--- src/hw/rtl/svpwm_pkg.sv ---
`timescale 1ns / 1ps
`default_nettype none

package svpwm_pkg;

  // sine table size and sample width
  localparam int SINE_TABLE_DEPTH = 1024;
  localparam int SAMPLE_BITS = 16;

  localparam int ADDR_W = $clog2(SINE_TABLE_DEPTH + 1);
  localparam int MAG_W = SAMPLE_BITS - 1;
  // alpha and beta stay within plus or minus 65536
  localparam int AB_W = 18;
  localparam int SEC_W = 3;
  // active times after the round shift
  localparam int T_W = 20;

  typedef logic [MAG_W-1:0] mag_t;
  typedef logic [ADDR_W-1:0] rom_addr_t;
  typedef mag_t sine_rom_t [0:SINE_TABLE_DEPTH];

  typedef struct packed {
    logic [15:0]        rotor_angle;
    logic signed [15:0] volt_d;
    logic signed [15:0] volt_q;
  } svpwm_in_t;

  typedef struct packed {
    logic [15:0]      duty_u;
    logic [15:0]      duty_v;
    logic [15:0]      duty_w;
    logic [SEC_W-1:0] sector_number;
    logic             duty_clipped;
  } svpwm_out_t;

  typedef struct packed {
    mag_t               sin_mag;
    mag_t               cos_mag;
    logic               sin_neg;
    logic               cos_neg;
    logic signed [15:0] volt_d;
    logic signed [15:0] volt_q;
  } trig_t;

  typedef struct packed {
    logic signed [AB_W-1:0] alpha;
    logic signed [AB_W-1:0] beta;
  } ab_t;

  typedef struct packed {
    logic [SEC_W-1:0]      sector;
    logic signed [T_W-1:0] t_m;
    logic signed [T_W-1:0] t_n;
  } times_t;

  // pi/2 in Q30 and the taylor divisors (2n)(2n+1)
  localparam logic [63:0] HalfPiQ30 = 64'd1686629713;
  localparam logic [63:0] TaylorDiv [1:5] = '{64'd6, 64'd20, 64'd42, 64'd72, 64'd110};

  // one quarter-wave entry, sin(k*pi/(2*depth)) by a truncated taylor series in Q30
  function automatic mag_t rom_entry(input int unsigned k);
    logic [63:0]        amp;
    logic [63:0]        x;
    logic [63:0]        x2;
    logic [63:0]        term;
    logic [63:0]        prod;
    logic signed [63:0] sum;
    amp = (64'd1 << (SAMPLE_BITS - 1)) - 64'd1;
    x = (HalfPiQ30 * 64'(k)) / 64'(SINE_TABLE_DEPTH);
    x2 = (x * x) >> 30;
    term = x;
    sum = $signed(x);
    for (int n = 1; n <= 5; n++) begin
      term = (term * x2) >> 30;
      term = term / TaylorDiv[n];
      if (n inside {1, 3, 5}) begin
        sum = sum - $signed(term);
      end else begin
        sum = sum + $signed(term);
      end
    end
    if (sum < 0) begin
      sum = '0;
    end
    prod = ($unsigned(sum) * amp + 64'd536870912) >> 30;
    if (prod > amp) begin
      prod = amp;
    end
    return mag_t'(prod);
  endfunction

  function automatic sine_rom_t build_sine_rom();
    sine_rom_t rom;
    for (int k = 0; k <= SINE_TABLE_DEPTH; k++) begin
      rom[k] = rom_entry(k);
    end
    return rom;
  endfunction

endpackage

`default_nettype wire

--- src/hw/rtl/svpwm_sector.sv ---
`timescale 1ns / 1ps
`default_nettype none

module svpwm_sector (
  input  wire logic            clk,
  input  wire logic            adv,
  input  wire svpwm_pkg::ab_t  ab,
  output svpwm_pkg::times_t    times
);
  import svpwm_pkg::*;

  localparam int P_W = AB_W + 31;
  localparam int S_W = P_W + 2;
  localparam logic [31:0] Sqrt3Q30 = 32'd1859775393;
  localparam logic signed [S_W-1:0] RoundQ31 = S_W'(64'd1073741824);

  localparam logic [SEC_W-1:0] SectorOfK [0:7] = '{3'd4, 3'd6, 3'd5, 3'd5, 3'd3, 3'd1, 3'd2, 3'd2};
  // 2*sin and 2*cos of multiples of 60 degrees, in units of sqrt3 and of one
  localparam logic signed [1:0] SinSign [0:7] =
    '{2'sd0, 2'sd1, 2'sd1, 2'sd0, -2'sd1, -2'sd1, 2'sd0, 2'sd0};
  localparam logic signed [2:0] CosMul [0:7] =
    '{3'sd2, 3'sd1, -3'sd1, -3'sd2, -3'sd1, 3'sd1, 3'sd2, 3'sd0};

  function automatic logic signed [S_W-1:0] sin_term(input logic [SEC_W-1:0] s,
                                                      input logic signed [P_W-1:0] p);
    logic signed [S_W-1:0] pe;
    pe = S_W'(p);
    case (SinSign[s])
      2'b01:   return pe;
      2'b11:   return -pe;
      default: return '0;
    endcase
  endfunction

  function automatic logic signed [S_W-1:0] cos_term(input logic [SEC_W-1:0] s,
                                                      input logic signed [AB_W-1:0] b);
    logic signed [S_W-1:0] prod;
    prod = S_W'(b) * S_W'(CosMul[s]);
    return prod <<< 30;
  endfunction

  // multiply stage
  logic signed [P_W-1:0]  p_r;
  logic signed [AB_W-1:0] beta_r;

  // sector stage
  logic signed [P_W-1:0]  abs_p;
  logic signed [AB_W-1:0] abs_b;
  logic signed [P_W-1:0]  b_scaled;
  logic                   slope;
  logic [2:0]             k_code;
  logic [SEC_W-1:0]       sec_nxt;
  logic [SEC_W-1:0]       sec_r;
  logic signed [P_W-1:0]  p_r2;
  logic signed [AB_W-1:0] beta_r2;

  // times stage
  logic [SEC_W-1:0]       sec_prev;
  logic signed [S_W-1:0]  tm_sum;
  logic signed [S_W-1:0]  tn_sum;
  logic [SEC_W-1:0]       sec_r3;
  logic signed [T_W-1:0]  tm_r;
  logic signed [T_W-1:0]  tn_r;

  // p = sqrt3 * alpha, shared by the slope test and both active times
  always_ff @(posedge clk) begin
    if (adv) begin
      p_r    <= P_W'(ab.alpha) * P_W'($signed(Sqrt3Q30));
      beta_r <= ab.beta;
    end
  end

  // sign of alpha follows p
  always_comb begin
    abs_p    = p_r[P_W-1] ? -p_r : p_r;
    abs_b    = beta_r[AB_W-1] ? -beta_r : beta_r;
    b_scaled = P_W'(abs_b) <<< 30;
    slope    = b_scaled > abs_p;
    k_code   = {beta_r > 0, slope, p_r > 0};
    sec_nxt  = SectorOfK[k_code];
  end

  always_ff @(posedge clk) begin
    if (adv) begin
      sec_r   <= sec_nxt;
      p_r2    <= p_r;
      beta_r2 <= beta_r;
    end
  end

  always_comb begin
    sec_prev = sec_r - 3'd1;
    tm_sum   = sin_term(sec_r, p_r2) - cos_term(sec_r, beta_r2) + RoundQ31;
    tn_sum   = cos_term(sec_prev, beta_r2) - sin_term(sec_prev, p_r2) + RoundQ31;
  end

  always_ff @(posedge clk) begin
    if (adv) begin
      sec_r3 <= sec_r;
      tm_r   <= T_W'(tm_sum >>> 31);
      tn_r   <= T_W'(tn_sum >>> 31);
    end
  end

  always_comb begin
    times.sector = sec_r3;
    times.t_m    = tm_r;
    times.t_n    = tn_r;
  end

endmodule

`default_nettype wire

--- config.mk ---
export PLATFORM = sky130hd
export DESIGN_NAME = svpwm_sector
export DESIGN_NICKNAME = d
export VERILOG_FILES = /design/src/hw/rtl/svpwm_pkg.sv /design/src/hw/rtl/svpwm_sector.sv
export SDC_FILE = /design/constraint.sdc
export NUM_CORES = 1
export LEC_CHECK = 0
export ABC_AREA = 1
export BUFFER_PORTS_ARGS = -buffer_cell sky130_fd_sc_hd__buf_4
export CAP_MARGIN = 10
export CORE_MARGIN = 4
export CORE_UTILIZATION = 55
export DETAILED_ROUTE_END_ITERATION = 10
export GPL_TIMING_DRIVEN = 1
export PLACE_DENSITY = 0.72
export SYNTH_ARGS = -nofsm -noshare
export SYNTH_HDL_FRONTEND = slang
export SYNTH_SLANG_ARGS = --single-unit
export TNS_END_PERCENT = 30
--- constraint.sdc ---
create_clock -name clk -period 19.4 [get_ports clk]
set_input_delay 0.97 -clock clk [delete_from_list [all_inputs] [get_ports clk]]
set_output_delay 0.97 -clock clk [all_outputs]
set_load 0.005 [all_outputs]
==> flow_summary.yaml <==
cts:
  cts_tree: "built"
  path_clk_slew_ns: 0.08
  post_cts_resized: 0
  numCtsBuffers: 17
  clock-root-buffer: "clkbuf_16"
  cts_setup_buffers: 0
  hold_buffers: 0
  h-tree-depth: 4
  clockBufferDepth: 2
  clkLatencyLatePin_ns: 0.47
  cts.sinks: 180
critical_path:
  crit_type: "flip-flop to flip-flop"
  crit_start: "sec_r[0]"
  path_delay_family: "adder cells"
  endpoint_kind: "flip-flop"
  r2r-start: "sec_r[0]"
  timing.critical_path.slowest_stage_cell: "nor2_1"
  cpMostUsedCell: "inv_1"
  cp_num_buf_inv: 6
  reg2regPathDepth: 28
  worst-path-stages: 28
  startpoint_type: "flip-flop"
  cpPeakStageDelay_ns: 0.58
  crit_fanout: 47
  worstPathRequired_ns: 19.63
  arrival_ns: 7.62
drt:
  dr_wl_met2_um: 44500
  drtPass1Iterations: 6
  wirelength_um: 89300
  dr_total_vias: 25576
  ant_nets: 0
  highest_layer: "met4"
  drt_iter0_markers: 1768
  drcViolationCount: 0
  wl_met3_um: 3870
  wl_met1_um: 34900
  via_per_inst: 5.60
  wl_per_cell_um: 19.6
floorplanning:
  num_io_pins: 81
  core_sq_um: 52600
  dieArea_sq_um: 56800
  dieHeight_um: 238
  dieWidth_um: 238
  rows: 84
  start_util_pct: 55.5
global_route:
  grt_pass1_vias: 25497
  track_usage_pct: 31.2
  grt_pass1_wl_um: 137000
  antenna_found_initial: 0
  grt_max_degree: 68
  grt_overflow: 0
finish:
  area.sequential_sq_um: 5410
  nets: 4553
  layout_common_cells: "inv_1, nand2_1, nor2_1"
  final_common_cell: "inv_1"
  design_area_sq_um: 31200
  fill_cells: 4984
  multiInputGateArea_sq_um: 20800
  fin_util_pct: 59.3
  layout-area-overhead-vs-synth_pct: 6.74
  drive_above_1_share_pct: 4.72
synth:
  syn_avg_cell_area_sq_um: 7.70
  synth-edff-count: 180
  seq_area_frac_synth_pct: 18.5
  synthCells: 3789
  syn-num-nets: 4478
  synth_seq_cells: 180
  ys_async_sr_fraction_pct: 0
  syn_area_sq_um: 29200
  ys.flop_type: "edfxtp_1"
  ys_types: 56
  synth_warnings: 0
placed_design:
  place_area_sq_um: 30600
  dp_hpwl_um: 77400
  gp_congestion: 0.997
  io_buffers: 80
sta:
  fmax_ghz: 0.135
  finalClockSkew_ns: 0.0148
  setup_tns_ns: 0
  slew_headroom_pct: 44.0
  layout_min_cycle_time_ns: 7.39
  grt_setup_unrepaired: "false"
  finalSetupViolCount: 0
  slew_violations: 0
  worstMarginPinSlew_ns: 0.840
  period_share_pct: 38.1
  timing.final.hold_violations: 0
worst_hold_path:
  whs_path_depth: 0
  hold_path_class: "flip-flop to flip-flop"
  hp-start: "p_r[27]"
job:
  maxCapViolations: 0
status:
  status: "finished clean"
-- worst register-to-register path, delay by kind of cell, from the launching register on --
kind	cells	cell delay, ns
AND/OR/NAND/NOR	9	1.96
flip-flops	1	0.48
XOR/XNOR	2	0.23
adder cells (fa/ha/maj)	7	2.45
buffers and inverters	6	1.15
AO/OA/AOI/OAI	4	0.88
-- state kept, by name, indices dropped and copies added (netlist names) --
name and cells:
beta_r2 18, p_r 49, p_r2 49, sec_r3 3
beta_r 18, tm_r 20, sec_r 3, tn_r 20
-- worst paths after layout --
| check | slack, ns | to |
|---|---|---|
| hold reg to reg | 0.50 | p_r2[27] |
| setup / recovery | 12.01 | tm_r[18] |
| hold / removal | 0.50 | p_r2[27] |
| setup reg to reg | 12.01 | tm_r[18] |
-- kinds of logic after synthesis --
group / synth area share [%]
flip-flops: 18.5
buffers and inverters: 10.3
adder cells (fa/ha/maj): 34.6
XOR/XNOR: 4.90
AO/OA/AOI/OAI: 9.93
AND/OR/NAND/NOR: 21.8
-- per-layer routing --
layer | vias to the layer above | GRT usage [%]
met3 | 238 | 3.20
met2 | 836 | 56.2
met4 | 0 | 17.4
met5 | - | 0
li1 | 12457 | -
met1 | 12045 | 36.4
-- through the flow --
step	hold slack, ns	cells	setup WS (ns)
after floorplan	0.450	3789	13.32
final	0.501	4566	12.01
after CTS	0.501	4565	12.05
after detailed placement	0.483	4533	12.06
after global placement	0.489	4533	12.20
after global routing	0.524	4565	11.47
-- synth_stat cells, types with 31 or more instances --
library cell	instances	area [sq um]
a21oi_1	206	1030
a31oi_1	31	194
edfxtp_1	180	5410
fa_1	259	5180
ha_1	392	4900
inv_1	750	2820
nand2_1	676	2540
nand3_1	175	876
nand4_1	51	319
nor2_1	430	1610
nor3_1	53	265
o21ai_0	138	691
o22ai_1	56	350
xnor2_1	52	455
xor2_1	108	946
-- layout make-up --
cell class | instances | area share, %
inverter | 763 | 9.19
multi-input combinational | 2814 | 66.7
clock buffer | 17 | 1.37
sequential | 180 | 17.3
tap | 688 | 2.76
clock inverter | 15 | 0.538
antenna | 1 | 0.00803
timing repair buffer | 88 | 2.13
Power is not shown: default switching activity piles up to over one toggle a cycle in this logic, so the estimate is an artifact.
