## src/hw/rtl/svpwm_pkg.sv

```systemverilog
`timescale 1ns / 1ps
`default_nettype none

package svpwm_pkg;

  // sine table size and sample width
  localparam int SINE_TABLE_DEPTH = 1024;
  localparam int SAMPLE_BITS = 16;

  localparam int ADDR_W = $clog2(SINE_TABLE_DEPTH + 1);
  localparam int MAG_W = SAMPLE_BITS - 1;
  // alpha and beta stay within plus or minus 65536
  localparam int AB_W = 18;
  localparam int SEC_W = 3;
  // active times after the round shift
  localparam int T_W = 20;

  typedef logic [MAG_W-1:0] mag_t;
  typedef logic [ADDR_W-1:0] rom_addr_t;
  typedef mag_t sine_rom_t [0:SINE_TABLE_DEPTH];

  typedef struct packed {
    logic [15:0]        rotor_angle;
    logic signed [15:0] volt_d;
    logic signed [15:0] volt_q;
  } svpwm_in_t;

  typedef struct packed {
    logic [15:0]      duty_u;
    logic [15:0]      duty_v;
    logic [15:0]      duty_w;
    logic [SEC_W-1:0] sector_number;
    logic             duty_clipped;
  } svpwm_out_t;

  typedef struct packed {
    mag_t               sin_mag;
    mag_t               cos_mag;
    logic               sin_neg;
    logic               cos_neg;
    logic signed [15:0] volt_d;
    logic signed [15:0] volt_q;
  } trig_t;

  typedef struct packed {
    logic signed [AB_W-1:0] alpha;
    logic signed [AB_W-1:0] beta;
  } ab_t;

  typedef struct packed {
    logic [SEC_W-1:0]      sector;
    logic signed [T_W-1:0] t_m;
    logic signed [T_W-1:0] t_n;
  } times_t;

  // pi/2 in Q30 and the taylor divisors (2n)(2n+1)
  localparam logic [63:0] HalfPiQ30 = 64'd1686629713;
  localparam logic [63:0] TaylorDiv [1:5] = '{64'd6, 64'd20, 64'd42, 64'd72, 64'd110};

  // one quarter-wave entry, sin(k*pi/(2*depth)) by a truncated taylor series in Q30
  function automatic mag_t rom_entry(input int unsigned k);
    logic [63:0]        amp;
    logic [63:0]        x;
    logic [63:0]        x2;
    logic [63:0]        term;
    logic [63:0]        prod;
    logic signed [63:0] sum;
    amp = (64'd1 << (SAMPLE_BITS - 1)) - 64'd1;
    x = (HalfPiQ30 * 64'(k)) / 64'(SINE_TABLE_DEPTH);
    x2 = (x * x) >> 30;
    term = x;
    sum = $signed(x);
    for (int n = 1; n <= 5; n++) begin
      term = (term * x2) >> 30;
      term = term / TaylorDiv[n];
      if (n inside {1, 3, 5}) begin
        sum = sum - $signed(term);
      end else begin
        sum = sum + $signed(term);
      end
    end
    if (sum < 0) begin
      sum = '0;
    end
    prod = ($unsigned(sum) * amp + 64'd536870912) >> 30;
    if (prod > amp) begin
      prod = amp;
    end
    return mag_t'(prod);
  endfunction

  function automatic sine_rom_t build_sine_rom();
    sine_rom_t rom;
    for (int k = 0; k <= SINE_TABLE_DEPTH; k++) begin
      rom[k] = rom_entry(k);
    end
    return rom;
  endfunction

endpackage

`default_nettype wire

```

## src/hw/rtl/svpwm_duty.sv

```systemverilog
`timescale 1ns / 1ps
`default_nettype none

module svpwm_duty (
  input  wire logic               clk,
  input  wire logic               adv,
  input  wire svpwm_pkg::times_t  times,
  output svpwm_pkg::svpwm_out_t   out_data
);
  import svpwm_pkg::*;

  localparam int F_W = T_W + 4;
  localparam int FS_W = 17;
  localparam int SC_W = 34;

  // switching vectors applied for t_m (VecCur) and t_n (VecNxt) in each sector, bit n is phase n
  localparam logic [2:0] VecCur [0:7] =
    '{3'b000, 3'b001, 3'b011, 3'b010, 3'b110, 3'b100, 3'b101, 3'b000};
  localparam logic [2:0] VecNxt [0:7] =
    '{3'b000, 3'b011, 3'b010, 3'b110, 3'b100, 3'b101, 3'b001, 3'b000};

  logic signed [F_W-1:0] tm2;
  logic signed [F_W-1:0] tn2;
  logic signed [F_W-1:0] t0;
  logic signed [F_W-1:0] f_val [0:2];
  logic [FS_W-1:0]       fsat_nxt [0:2];
  logic                  clip_nxt;
  logic [SC_W-1:0]       scaled [0:2];

  logic [FS_W-1:0]  fsat_r [0:2];
  logic             clip_r;
  logic [SEC_W-1:0] sec_r;
  svpwm_out_t       out_r;

  always_comb begin
    tm2      = F_W'(times.t_m) <<< 1;
    tn2      = F_W'(times.t_n) <<< 1;
    t0       = F_W'(32768) - F_W'(times.t_m) - F_W'(times.t_n);
    clip_nxt = 1'b0;
    for (int ph = 0; ph < 3; ph++) begin
      f_val[ph] = t0 + (VecCur[times.sector][ph] ? tm2 : '0)
                     + (VecNxt[times.sector][ph] ? tn2 : '0);
      if (f_val[ph] < 0) begin
        fsat_nxt[ph] = '0;
        clip_nxt     = 1'b1;
      end else if (f_val[ph] > F_W'(65536)) begin
        fsat_nxt[ph] = FS_W'(65536);
        clip_nxt     = 1'b1;
      end else begin
        fsat_nxt[ph] = FS_W'(f_val[ph]);
      end
    end
  end

  always_ff @(posedge clk) begin
    if (adv) begin
      fsat_r <= fsat_nxt;
      clip_r <= clip_nxt;
      sec_r  <= times.sector;
    end
  end

  // duty = (f * 65535 + half) >> 16, with the multiply as a shift and subtract
  always_comb begin
    for (int ph = 0; ph < 3; ph++) begin
      scaled[ph] = (SC_W'(fsat_r[ph]) << 16) - SC_W'(fsat_r[ph]) + SC_W'(32768);
    end
  end

  always_ff @(posedge clk) begin
    if (adv) begin
      out_r.duty_u        <= scaled[0][31:16];
      out_r.duty_v        <= scaled[1][31:16];
      out_r.duty_w        <= scaled[2][31:16];
      out_r.sector_number <= sec_r;
      out_r.duty_clipped  <= clip_r;
    end
  end

  assign out_data = out_r;

endmodule

`default_nettype wire

```

## config.mk

```make
export PLATFORM = sky130hd
export DESIGN_NAME = svpwm_duty
export DESIGN_NICKNAME = d
export VERILOG_FILES = /design/src/hw/rtl/svpwm_pkg.sv /design/src/hw/rtl/svpwm_duty.sv
export SDC_FILE = /design/constraint.sdc
export NUM_CORES = 1
export LEC_CHECK = 0
export BUFFER_PORTS_ARGS = -buffer_cell sky130_fd_sc_hd__buf_2
export CAP_MARGIN = 20
export CORE_MARGIN = 5
export CORE_UTILIZATION = 40
export CTS_CLUSTER_SIZE = 24
export DETAILED_ROUTE_END_ITERATION = 8
export SLEW_MARGIN = 20
export SYNTH_ARGS = -nofsm -noshare
export SYNTH_HDL_FRONTEND = slang
export SYNTH_SLANG_ARGS = --single-unit
```

## constraint.sdc

```tcl
create_clock -name clk -period 14.4 [get_ports clk]
set_input_delay 0 -clock clk [delete_from_list [all_inputs] [get_ports clk]]
set_output_delay 0 -clock clk [all_outputs]
set_load 0.02 [all_outputs]
```

==> flow_summary.ini <==
[clocking]
ctsResizeCount = 0
clk_pin_slew_worst_paths_ns = 0.07
htree_levels = 3
cts-buffers-inserted = 9
clock-sinks = 107
cts_tree = built
clockBufferDepth = 2
worstSkewPairLatency_ns = 0.35
cts_root_buffer = clkbuf_16

[global_route]
grt_max_degree = 79
grt-ovfl-total = 0
grt_pass1_wl_mm = 42.7
grt_antenna_before_repair = 1
track_usage = 0.166
grt_pass1_vias = 8576

[placed_design]
routabilityCongestion = 0.891
numPortBuffers = 96
hpwl_mm = 21.7
place_area_sq_um = 12200

[logic_synthesis]
synth_area_per_cell_sq_um = 9.00
syn_nets = 1483
syn_inst = 1259
ys_warn_count = 0
synthArstFlopShare = 0
synth.most_common_cell = inv_1
ys_top_cells_by_count = 186 x inv_1, 152 x nand2_1, 112 x ha_1, 107 x edfxtp_1, 86 x nor2_1
synthTopCellsByArea = edfxtp_1 28%, ha_1 12%, fa_1 12%
synth_cell_types = 74
syn_area_sq_um = 11300
synth-edff-count = 107
synth_ff_type = edfxtp_1
synth.top_cell.area_share = 0.284
yosysSeqAreaShare = 0.284
yosys.area.top_type = edfxtp_1
synth-seq-cells = 107

[floorplan]
rows = 61
start_util = 0.407
num_io_pins = 97
fp.dieH_um = 178
core_sq_um = 27900
die_area_sq_um = 31800
dieWidth_um = 178

[timing]
whs_ns = 0.0483
setup_viol = 0
fin_setup_tns_ns = 0
min_period_ns = 6.44
max_freq_mhz = 155
tightestPinTransition_ns = 1.01
finalCritPeriodShare = 0.447
hold_violations = 0
slew_viol_final = 0
clock_skew_ns = 0.00707
slew_headroom = 0.329
rsz0062_at_grt = false

[routing]
post_drt_wl_per_cell_um = 15.1
drtIter0Drc = 488
ant_nets = 0
num_vias = 8931
highest_layer = met4
wl_mm = 26.2
dr.pass1.iters = 5
drc = 0
viasPerCell = 5.16
drt-met1-wl_mm = 12.4
routed-wl-met2_mm = 12.0
wl_met3_mm = 1.43

[cells_and_area]
syn_to_final_growth_pct = 10.5
drive_gt1_frac = 0.103
fin_area_sq_um = 12500
nets = 1572

[worst_setup_path]
r2r_end = out_data[33]$_DFFE_PP_
crit_path_end_kind = flip-flop
cp_max_fo = 9
reg2reg_from = fsat_r[17]$_SDFFCE_PP0P_
required_ns = 14.50
reg2reg_depth = 9
r2r_slack_ns = 10.89
startpoint = times[2]
crit_slowest_cell = or4_1
start_kind = input pin
arrival_ns = 6.54
endpoint = clip_r$_SDFFCE_PP1P_
cp.buffers_inverters = 3
timing.critical_path.mode_cell = a21oi_1
critPathTopFamily = simple AND/OR/NAND/NOR gates
cp_num_cells = 25
critical_path_class = in -> reg
slowest_delay_ns = 0.71

[power_and_ir_drop]
power_density_nw_per_um2 = 132
p_total_mw = 1.65
vdd_drop_max_mv = 0.0679
p_leak_nw = 5.80

[worst_hold_path]
hold_class = in -> reg
hp-start = times[42]

[job]
cap_violations = 0

[outcome]
status = finished clean
## flip-flops by register name, indices dropped and copies added, names as in the netlist
signal and flops:
fsat_r 51, out_data 52, clip_r 1, sec_r 3
## metal layers
metal,vias up,GRT usage
li1,4485,-
met1,4208,0.236
met2,212,0.269
met3,26,0.0203
met4,0,0.0454
met5,-,0
## through the flow
step / util / setup WS [ns] / cells
after detailed placement: 0.439 / 7.65 / 1713
after floorplan: - / 8.51 / 1259
after global placement: 0.439 / 7.72 / 1713
final: 0.450 / 7.96 / 1731
after global routing: 0.450 / 7.39 / 1731
after CTS: 0.450 / 8.01 / 1730
## report_power, final
part | total, mW | switching [mW] | internal (mW) | leakage, nW
Combinational | 1.02 | 0.615 | 0.406 | 4.64
Sequential | 0.390 | 0.0121 | 0.377 | 1.03
Clock | 0.237 | 0.119 | 0.119 | 0.127
## what timing repair did
item	CTS	global route
hold buffers	2	0
endpoints found under the hold margin	2	0
buffers inserted	0	0
## cells by family (layout without fill, tap and decap cells)
logic type               Yosys count  after routing  share of synthesized area
AND/OR/NAND/NOR                  438            438                      0.190
AO/OA/AOI/OAI                    217            217                      0.129
buffers and inverters            209            302                     0.0700
adder cells (fa/ha/maj)          179            179                      0.242
flip-flops                       107            107                      0.284
XOR/XNOR                          98             98                     0.0757
multiplexers                      11             11                     0.0103
other                              0              1                          0
## worst min-delay path by stage
stage / end / slack (ns) / cells past startpoint
4_1_cts: sec_r[2]$_DFFE_PP_ / 0.02 / 1
6_report: sec_r[2]$_DFFE_PP_ / 0.05 / 1
2_1_floorplan: sec_r[0]$_DFFE_PP_ / 0.1 / 0
3_5_place_dp: sec_r[0]$_DFFE_PP_ / 0.26 / 1
5_1_grt: sec_r[2]$_DFFE_PP_ / 0.04 / 1
3_3_place_gp: sec_r[1]$_DFFE_PP_ / 0.26 / 1
## cell type report
cell class              instances  area [sq um]
well taps                     378           473
diodes                          1          2.50
clock inverters                 6          50.0
repair buffers                101           526
multi-input cells             943          7340
flip-flops and latches        107          3210
inverters                     186           698
fillers                      2759         15300
clock buffers                   9           225
## placed cells by master (no fill, tap or decap), types with 5 or more instances in the layout
| master | Yosys | final |
|---|---|---|
| inv_1 | 186 | 186 |
| nand2_1 | 152 | 152 |
| ha_1 | 112 | 112 |
| edfxtp_1 | 107 | 107 |
| buf_2 | 1 | 95 |
| nor2_1 | 86 | 86 |
| fa_1 | 67 | 67 |
| o21ai_0 | 55 | 54 |
| xnor2_1 | 52 | 52 |
| xor2_1 | 46 | 46 |
| a21oi_1 | 44 | 44 |
| nor3_1 | 37 | 37 |
| and2_1 | 32 | 32 |
| nand2b_1 | 25 | 25 |
| a21o_1 | 20 | 20 |
| o21a_1 | 16 | 16 |
| nand3_1 | 15 | 15 |
| or3_1 | 12 | 12 |
| nor2b_1 | 11 | 10 |
| or2_2 | 9 | 9 |
| nand4_1 | 9 | 9 |
| a31oi_1 | 9 | 9 |
| or4_1 | 9 | 9 |
| clkbuf_16 | 0 | 9 |
| nor4b_1 | 8 | 8 |
| o31ai_1 | 7 | 7 |
| nor3b_1 | 6 | 6 |
| mux2i_1 | 6 | 6 |
| o21bai_1 | 5 | 5 |
| o2111ai_1 | 5 | 5 |
| and3_1 | 5 | 5 |
| o211ai_1 | 5 | 5 |
| nand3b_1 | 5 | 5 |
Power figures use the tool's default switching activity.
