`src/hw/rtl/svpwm_pkg.sv`:
```
`timescale 1ns / 1ps
`default_nettype none

package svpwm_pkg;

  // sine table size and sample width
  localparam int SINE_TABLE_DEPTH = 1024;
  localparam int SAMPLE_BITS = 16;

  localparam int ADDR_W = $clog2(SINE_TABLE_DEPTH + 1);
  localparam int MAG_W = SAMPLE_BITS - 1;
  // alpha and beta stay within plus or minus 65536
  localparam int AB_W = 18;
  localparam int SEC_W = 3;
  // active times after the round shift
  localparam int T_W = 20;

  typedef logic [MAG_W-1:0] mag_t;
  typedef logic [ADDR_W-1:0] rom_addr_t;
  typedef mag_t sine_rom_t [0:SINE_TABLE_DEPTH];

  typedef struct packed {
    logic [15:0]        rotor_angle;
    logic signed [15:0] volt_d;
    logic signed [15:0] volt_q;
  } svpwm_in_t;

  typedef struct packed {
    logic [15:0]      duty_u;
    logic [15:0]      duty_v;
    logic [15:0]      duty_w;
    logic [SEC_W-1:0] sector_number;
    logic             duty_clipped;
  } svpwm_out_t;

  typedef struct packed {
    mag_t               sin_mag;
    mag_t               cos_mag;
    logic               sin_neg;
    logic               cos_neg;
    logic signed [15:0] volt_d;
    logic signed [15:0] volt_q;
  } trig_t;

  typedef struct packed {
    logic signed [AB_W-1:0] alpha;
    logic signed [AB_W-1:0] beta;
  } ab_t;

  typedef struct packed {
    logic [SEC_W-1:0]      sector;
    logic signed [T_W-1:0] t_m;
    logic signed [T_W-1:0] t_n;
  } times_t;

  // pi/2 in Q30 and the taylor divisors (2n)(2n+1)
  localparam logic [63:0] HalfPiQ30 = 64'd1686629713;
  localparam logic [63:0] TaylorDiv [1:5] = '{64'd6, 64'd20, 64'd42, 64'd72, 64'd110};

  // one quarter-wave entry, sin(k*pi/(2*depth)) by a truncated taylor series in Q30
  function automatic mag_t rom_entry(input int unsigned k);
    logic [63:0]        amp;
    logic [63:0]        x;
    logic [63:0]        x2;
    logic [63:0]        term;
    logic [63:0]        prod;
    logic signed [63:0] sum;
    amp = (64'd1 << (SAMPLE_BITS - 1)) - 64'd1;
    x = (HalfPiQ30 * 64'(k)) / 64'(SINE_TABLE_DEPTH);
    x2 = (x * x) >> 30;
    term = x;
    sum = $signed(x);
    for (int n = 1; n <= 5; n++) begin
      term = (term * x2) >> 30;
      term = term / TaylorDiv[n];
      if (n inside {1, 3, 5}) begin
        sum = sum - $signed(term);
      end else begin
        sum = sum + $signed(term);
      end
    end
    if (sum < 0) begin
      sum = '0;
    end
    prod = ($unsigned(sum) * amp + 64'd536870912) >> 30;
    if (prod > amp) begin
      prod = amp;
    end
    return mag_t'(prod);
  endfunction

  function automatic sine_rom_t build_sine_rom();
    sine_rom_t rom;
    for (int k = 0; k <= SINE_TABLE_DEPTH; k++) begin
      rom[k] = rom_entry(k);
    end
    return rom;
  endfunction

endpackage

`default_nettype wire

```
`src/hw/rtl/svpwm_park.sv`:
```
`timescale 1ns / 1ps
`default_nettype none

module svpwm_park (
  input  wire logic              clk,
  input  wire logic              adv,
  input  wire svpwm_pkg::trig_t  trig,
  output svpwm_pkg::ab_t         ab
);
  import svpwm_pkg::*;

  localparam int PR_W = 16 + SAMPLE_BITS;
  localparam int SUM_W = PR_W + 1;
  localparam logic signed [SUM_W-1:0] RoundHalf = SUM_W'(2 ** (SAMPLE_BITS - 2));

  logic signed [SAMPLE_BITS-1:0] sin_s;
  logic signed [SAMPLE_BITS-1:0] cos_s;
  logic signed [SUM_W-1:0]       a_sum;
  logic signed [SUM_W-1:0]       b_sum;
  logic signed [AB_W-1:0]        alpha_nxt;
  logic signed [AB_W-1:0]        beta_nxt;

  logic signed [PR_W-1:0] dc_r;
  logic signed [PR_W-1:0] qs_r;
  logic signed [PR_W-1:0] ds_r;
  logic signed [PR_W-1:0] qc_r;
  logic signed [AB_W-1:0] alpha_r;
  logic signed [AB_W-1:0] beta_r;

  assign sin_s = trig.sin_neg ? -$signed({1'b0, trig.sin_mag}) : $signed({1'b0, trig.sin_mag});
  assign cos_s = trig.cos_neg ? -$signed({1'b0, trig.cos_mag}) : $signed({1'b0, trig.cos_mag});

  // product stage
  always_ff @(posedge clk) begin
    if (adv) begin
      dc_r <= PR_W'(trig.volt_d) * PR_W'(cos_s);
      qs_r <= PR_W'(trig.volt_q) * PR_W'(sin_s);
      ds_r <= PR_W'(trig.volt_d) * PR_W'(sin_s);
      qc_r <= PR_W'(trig.volt_q) * PR_W'(cos_s);
    end
  end

  // inverse park, rounded half up
  always_comb begin
    a_sum     = SUM_W'(dc_r) - SUM_W'(qs_r) + RoundHalf;
    b_sum     = SUM_W'(ds_r) + SUM_W'(qc_r) + RoundHalf;
    alpha_nxt = AB_W'(a_sum >>> (SAMPLE_BITS - 1));
    beta_nxt  = AB_W'(b_sum >>> (SAMPLE_BITS - 1));
  end

  always_ff @(posedge clk) begin
    if (adv) begin
      alpha_r <= alpha_nxt;
      beta_r  <= beta_nxt;
    end
  end

  always_comb begin
    ab.alpha = alpha_r;
    ab.beta  = beta_r;
  end

endmodule

`default_nettype wire

```
`config.mk`:
```
export PLATFORM = sky130hd
export DESIGN_NAME = svpwm_park
export DESIGN_NICKNAME = d
export VERILOG_FILES = /design/src/hw/rtl/svpwm_pkg.sv /design/src/hw/rtl/svpwm_park.sv
export SDC_FILE = /design/constraint.sdc
export NUM_CORES = 2
export LEC_CHECK = 0
export ABC_AREA = 0
export BUFFER_PORTS_ARGS = -buffer_cell sky130_fd_sc_hd__buf_4
export CAP_MARGIN = 20
export CELL_PAD_IN_SITES_DETAIL_PLACEMENT = 0
export CELL_PAD_IN_SITES_GLOBAL_PLACEMENT = 1
export CORE_MARGIN = 1.5
export CORE_UTILIZATION = 50
export DETAILED_ROUTE_END_ITERATION = 8
export PLACE_DENSITY = 0.85
export RECOVER_POWER = 100
export SETUP_SLACK_MARGIN = 0.4
export SLEW_MARGIN = 25
export SYNTH_ARGS = -nofsm -noshare
export SYNTH_HDL_FRONTEND = slang
export SYNTH_SLANG_ARGS = --single-unit
```
`constraint.sdc`:
```
create_clock -name clk -period 10.9 [get_ports clk]
set_input_delay 1.09 -clock clk [delete_from_list [all_inputs] [get_ports clk]]
set_output_delay 1.09 -clock clk [all_outputs]
set_load 0.02 [all_outputs]
```
==> results.md <==
- GRT Total Usage: 23.4%
- Fin cells: 6235
- GRT overflow: 0
- Setup CP Type: input pin to register
- Crit-path max cell delay: 1.21 ns
- Setup TNS: 0 ns
- Remaining DRCs: 0
- Syn-to-layout area delta: 5.15%
- First-pass GRT wire length: 180 mm
- Number of core rows: 112
- Worst EP arrival: 9.79 ns
- Avg Cell Area, Syn: 9.50 µm²
- Layer with the highest usage: met2
- Worst r2r path cells: 12
- Reg-to-Reg Start: ds_r[2]
- Routed Antenna Nets: 0
- Mapped Cells: 5009
- Final period utilization: 87.3%
- H-tree depth: 4
- Final Hold Viols: 0
- Clock Sinks: 164
- Run status: finished, violations left
- Final setup viols: 0
- Fmax: 0.105 GHz
- Largest net degree at the start of global routing: 58
- CP max stage cell: clkbuf_1
- Synth cell types: 63
- Mapped Area: 47600 µm²
- Horiz. Die Dim: 311 µm
- Slew headroom: -138%
- HPWL Detailed: 80.8 mm
- Resize count post-CTS: 0
- Setup crit end kind: register
- Cell Count Post-Placement: 6201
- Per-cell routed wire length: 17.0 µm
- Met3 usage in global routing: 2.76%
- Pre-antenna DRT Iters: 6
- Reg clk slew, reported paths: 0.08 ns
- Clk Latency, worst-skew pair: 0.52 ns
- Fin crit period: 9.51 ns
- Vias in the first global route: 34.3k
- GR Util met2: 37.5%
- Fin. max-slew vios: 303
- Hold path depth: 2
- Layout cells sized above 1: 3.57%
- Postcts setup bufs: 0
- Final wirelength: 106 mm
- Sequential fraction of the synthesis area: 10.3%
- Flop-to-flop setup slack: 6.72 ns
- IO buf count: 101
- CTS max path bufs: 2
- Synth async-reset ratio: 0%
- Die footprint: 97000 µm²
- Vias: 32.4k
- CP required: 11.18 ns
- RSZ-0062 raised after global routing: false
- Worst Hold Class: register to register
- Top_reg_cell synth: edfxtp_1
- Setup Skew: 0.0181 ns
- Boundary Pins: 102
- Number of synthesized flops with an enable pin: 164
- Hold_sp: qs_r[31]
- DIE HEIGHT: 311 µm
- Clock Tree Root: clkbuf_16
- Total core area: 93700 µm²
- FF-to-FF End: beta_r[17]
- Vias per cell: 5.19
- Initial antenna violation count: 2
- Crit path max fanout: 34
- Hold worst-path end: alpha_r[17]
- Initial DRC Count: 1937
- GPL Wtd Cong: 0.845
- Max cap viols: 7
- Failing checks: max-capacitance violations, max-slew violations
- Fin nets: 6533
- Total CTS buffers: 17
- Hold-fix buffers, CTS: 0
- Syn_nets: 6575
- CP startpoint kind: input pin
- Starting density of the core: 50.8%
- Grt met1 use: 33.1%
- CTS tree: yes
- #FFs+latches synth: 164
- Syn. warnings: 0
- Pin slew with the least headroom to its limit: 3.57 ns
-- cells in the mapped netlist (2+ instances only) --
cell type,number,area share (%)
a21o_1,47,0.74
a31oi_1,13,0.17
a2111oi_2,2,0.063
a221oi_1,2,0.037
nor3_1,27,0.28
and3_1,7,0.092
a211oi_2,2,0.053
nor4_1,4,0.053
o31a_1,4,0.074
o211ai_1,6,0.095
buf_1,2,0.016
or2_2,21,0.28
nand2_1,617,4.9
o21bai_1,23,0.36
nor2b_1,25,0.33
a211o_1,7,0.13
fa_1,1048,44
o21ai_0,70,0.74
xor2_1,40,0.74
edfxtp_1,164,10
o31ai_1,10,0.16
o21ai_1,5,0.053
nand4_1,8,0.11
or3_1,11,0.14
nor3b_1,3,0.047
and4_1,3,0.055
o41ai_1,2,0.037
inv_1,1261,9.9
a211oi_1,15,0.24
a21oi_1,110,1.2
nor2_1,118,0.93
nand3_1,20,0.21
xnor2_1,156,2.9
clkbuf_1,193,1.5
and2_1,433,5.7
o21a_1,26,0.41
ha_1,452,12
o221ai_1,2,0.037
o31ai_2,3,0.079
nand2b_1,18,0.24
a41oi_1,5,0.092
a21oi_2,3,0.055
-- per-layer routing --
layer  share of wire, %  vias to the layer above  wire length, µm
met5                  0                        -                0
met4                3.2                        0             3400
met3                5.3                      125             5650
met2                 47                      837            50000
met1                 44                    16600            47000
li1                   -                    14800                -
-- critical path, delay by kind of cell --
kind	cells	cell delay (ns)
xor gates and xnor gates	2	0.84
adders and majority gates	8	3.25
and+or+nand+nor	5	0.90
AOI/OAI and AO/OA	7	1.53
buffers and inverters	8	2.10
-- worst max path at each step --
stage	from	to	slack, ns	depth (start not counted)
3_5_place_dp	trig[54]	ds_r[29]	1.79	25
6_report	trig[49]	ds_r[30]	1.39	30
2_1_floorplan	trig[54]	ds_r[30]	3.02	30
4_1_cts	trig[54]	ds_r[29]	2.34	25
3_3_place_gp	trig[54]	ds_r[30]	1.84	28
5_1_grt	trig[49]	ds_r[30]	0.97	30
-- cells by family (layout without fill, tap and decap cells) --
family          after synthesis  count (layout)  share of synthesized area [%]
fa+ha+maj                  1500            1500                           56.0
buf+inv                    1456            1427                           11.5
simple gates               1321            1321                           13.4
compound gates              372             372                           5.15
xor+xnor                    196             196                           3.61
flops                       164             164                           10.3
other cells                   0               1                              0
-- flip-flops by register name (all words and copies together), names as in the netlist --
name,cells
alpha_r,18
beta_r,18
qs_r,32
ds_r,32
dc_r,32
qc_r,32
-- final cells by class --
class,instances,area [µm²]
fillers,8529,43700
clock buffers,17,425
multi-input cells,3389,37400
diodes,1,2.50
inverters,1261,4730
clock inverters,15,151
well taps,1254,1570
repair buffers,134,852
flip-flops and latches,164,4920
-- metrics by stage --
step | hold slack [ns] | area [µm²] | util (%) | setup WS [ns]
final | 0.721 | 50000 | 53.4 | 1.39
after global routing | 0.779 | 50000 | 53.4 | 0.970
after CTS | 0.727 | 50300 | 53.6 | 2.34
after detailed placement | 0.697 | 49700 | 53.0 | 1.79
after global placement | 0.720 | 49700 | 53.0 | 1.84
after floorplan | 0.677 | 47600 | - | 3.02
-- layout by cell type (no fill, tap or decap), types with 4 or more instances in the layout --
| master | instances |
|---|---|
| a211o_1 | 7 |
| a211oi_1 | 17 |
| a21o_1 | 47 |
| a21oi_1 | 110 |
| a31oi_1 | 13 |
| a41oi_1 | 5 |
| and2_0 | 17 |
| and2_1 | 416 |
| and3_1 | 7 |
| buf_4 | 90 |
| clkbuf_1 | 43 |
| clkbuf_16 | 17 |
| clkinv_4 | 4 |
| edfxtp_1 | 164 |
| fa_1 | 1048 |
| ha_1 | 452 |
| inv_1 | 1261 |
| nand2_1 | 617 |
| nand2b_1 | 18 |
| nand3_1 | 20 |
| nand4_1 | 8 |
| nor2_1 | 118 |
| nor2b_1 | 25 |
| nor3_1 | 28 |
| nor4_1 | 4 |
| o211ai_1 | 6 |
| o21a_1 | 26 |
| o21ai_0 | 74 |
| o21bai_1 | 23 |
| o31a_1 | 4 |
| o31ai_1 | 11 |
| or2_2 | 21 |
| or3_1 | 11 |
| xnor2_1 | 132 |
| xnor2_2 | 23 |
| xor2_1 | 39 |
Power is left out: the tool's default activity adds up to more than one toggle a clock period on the data nets, which glitch-free logic cannot reach.
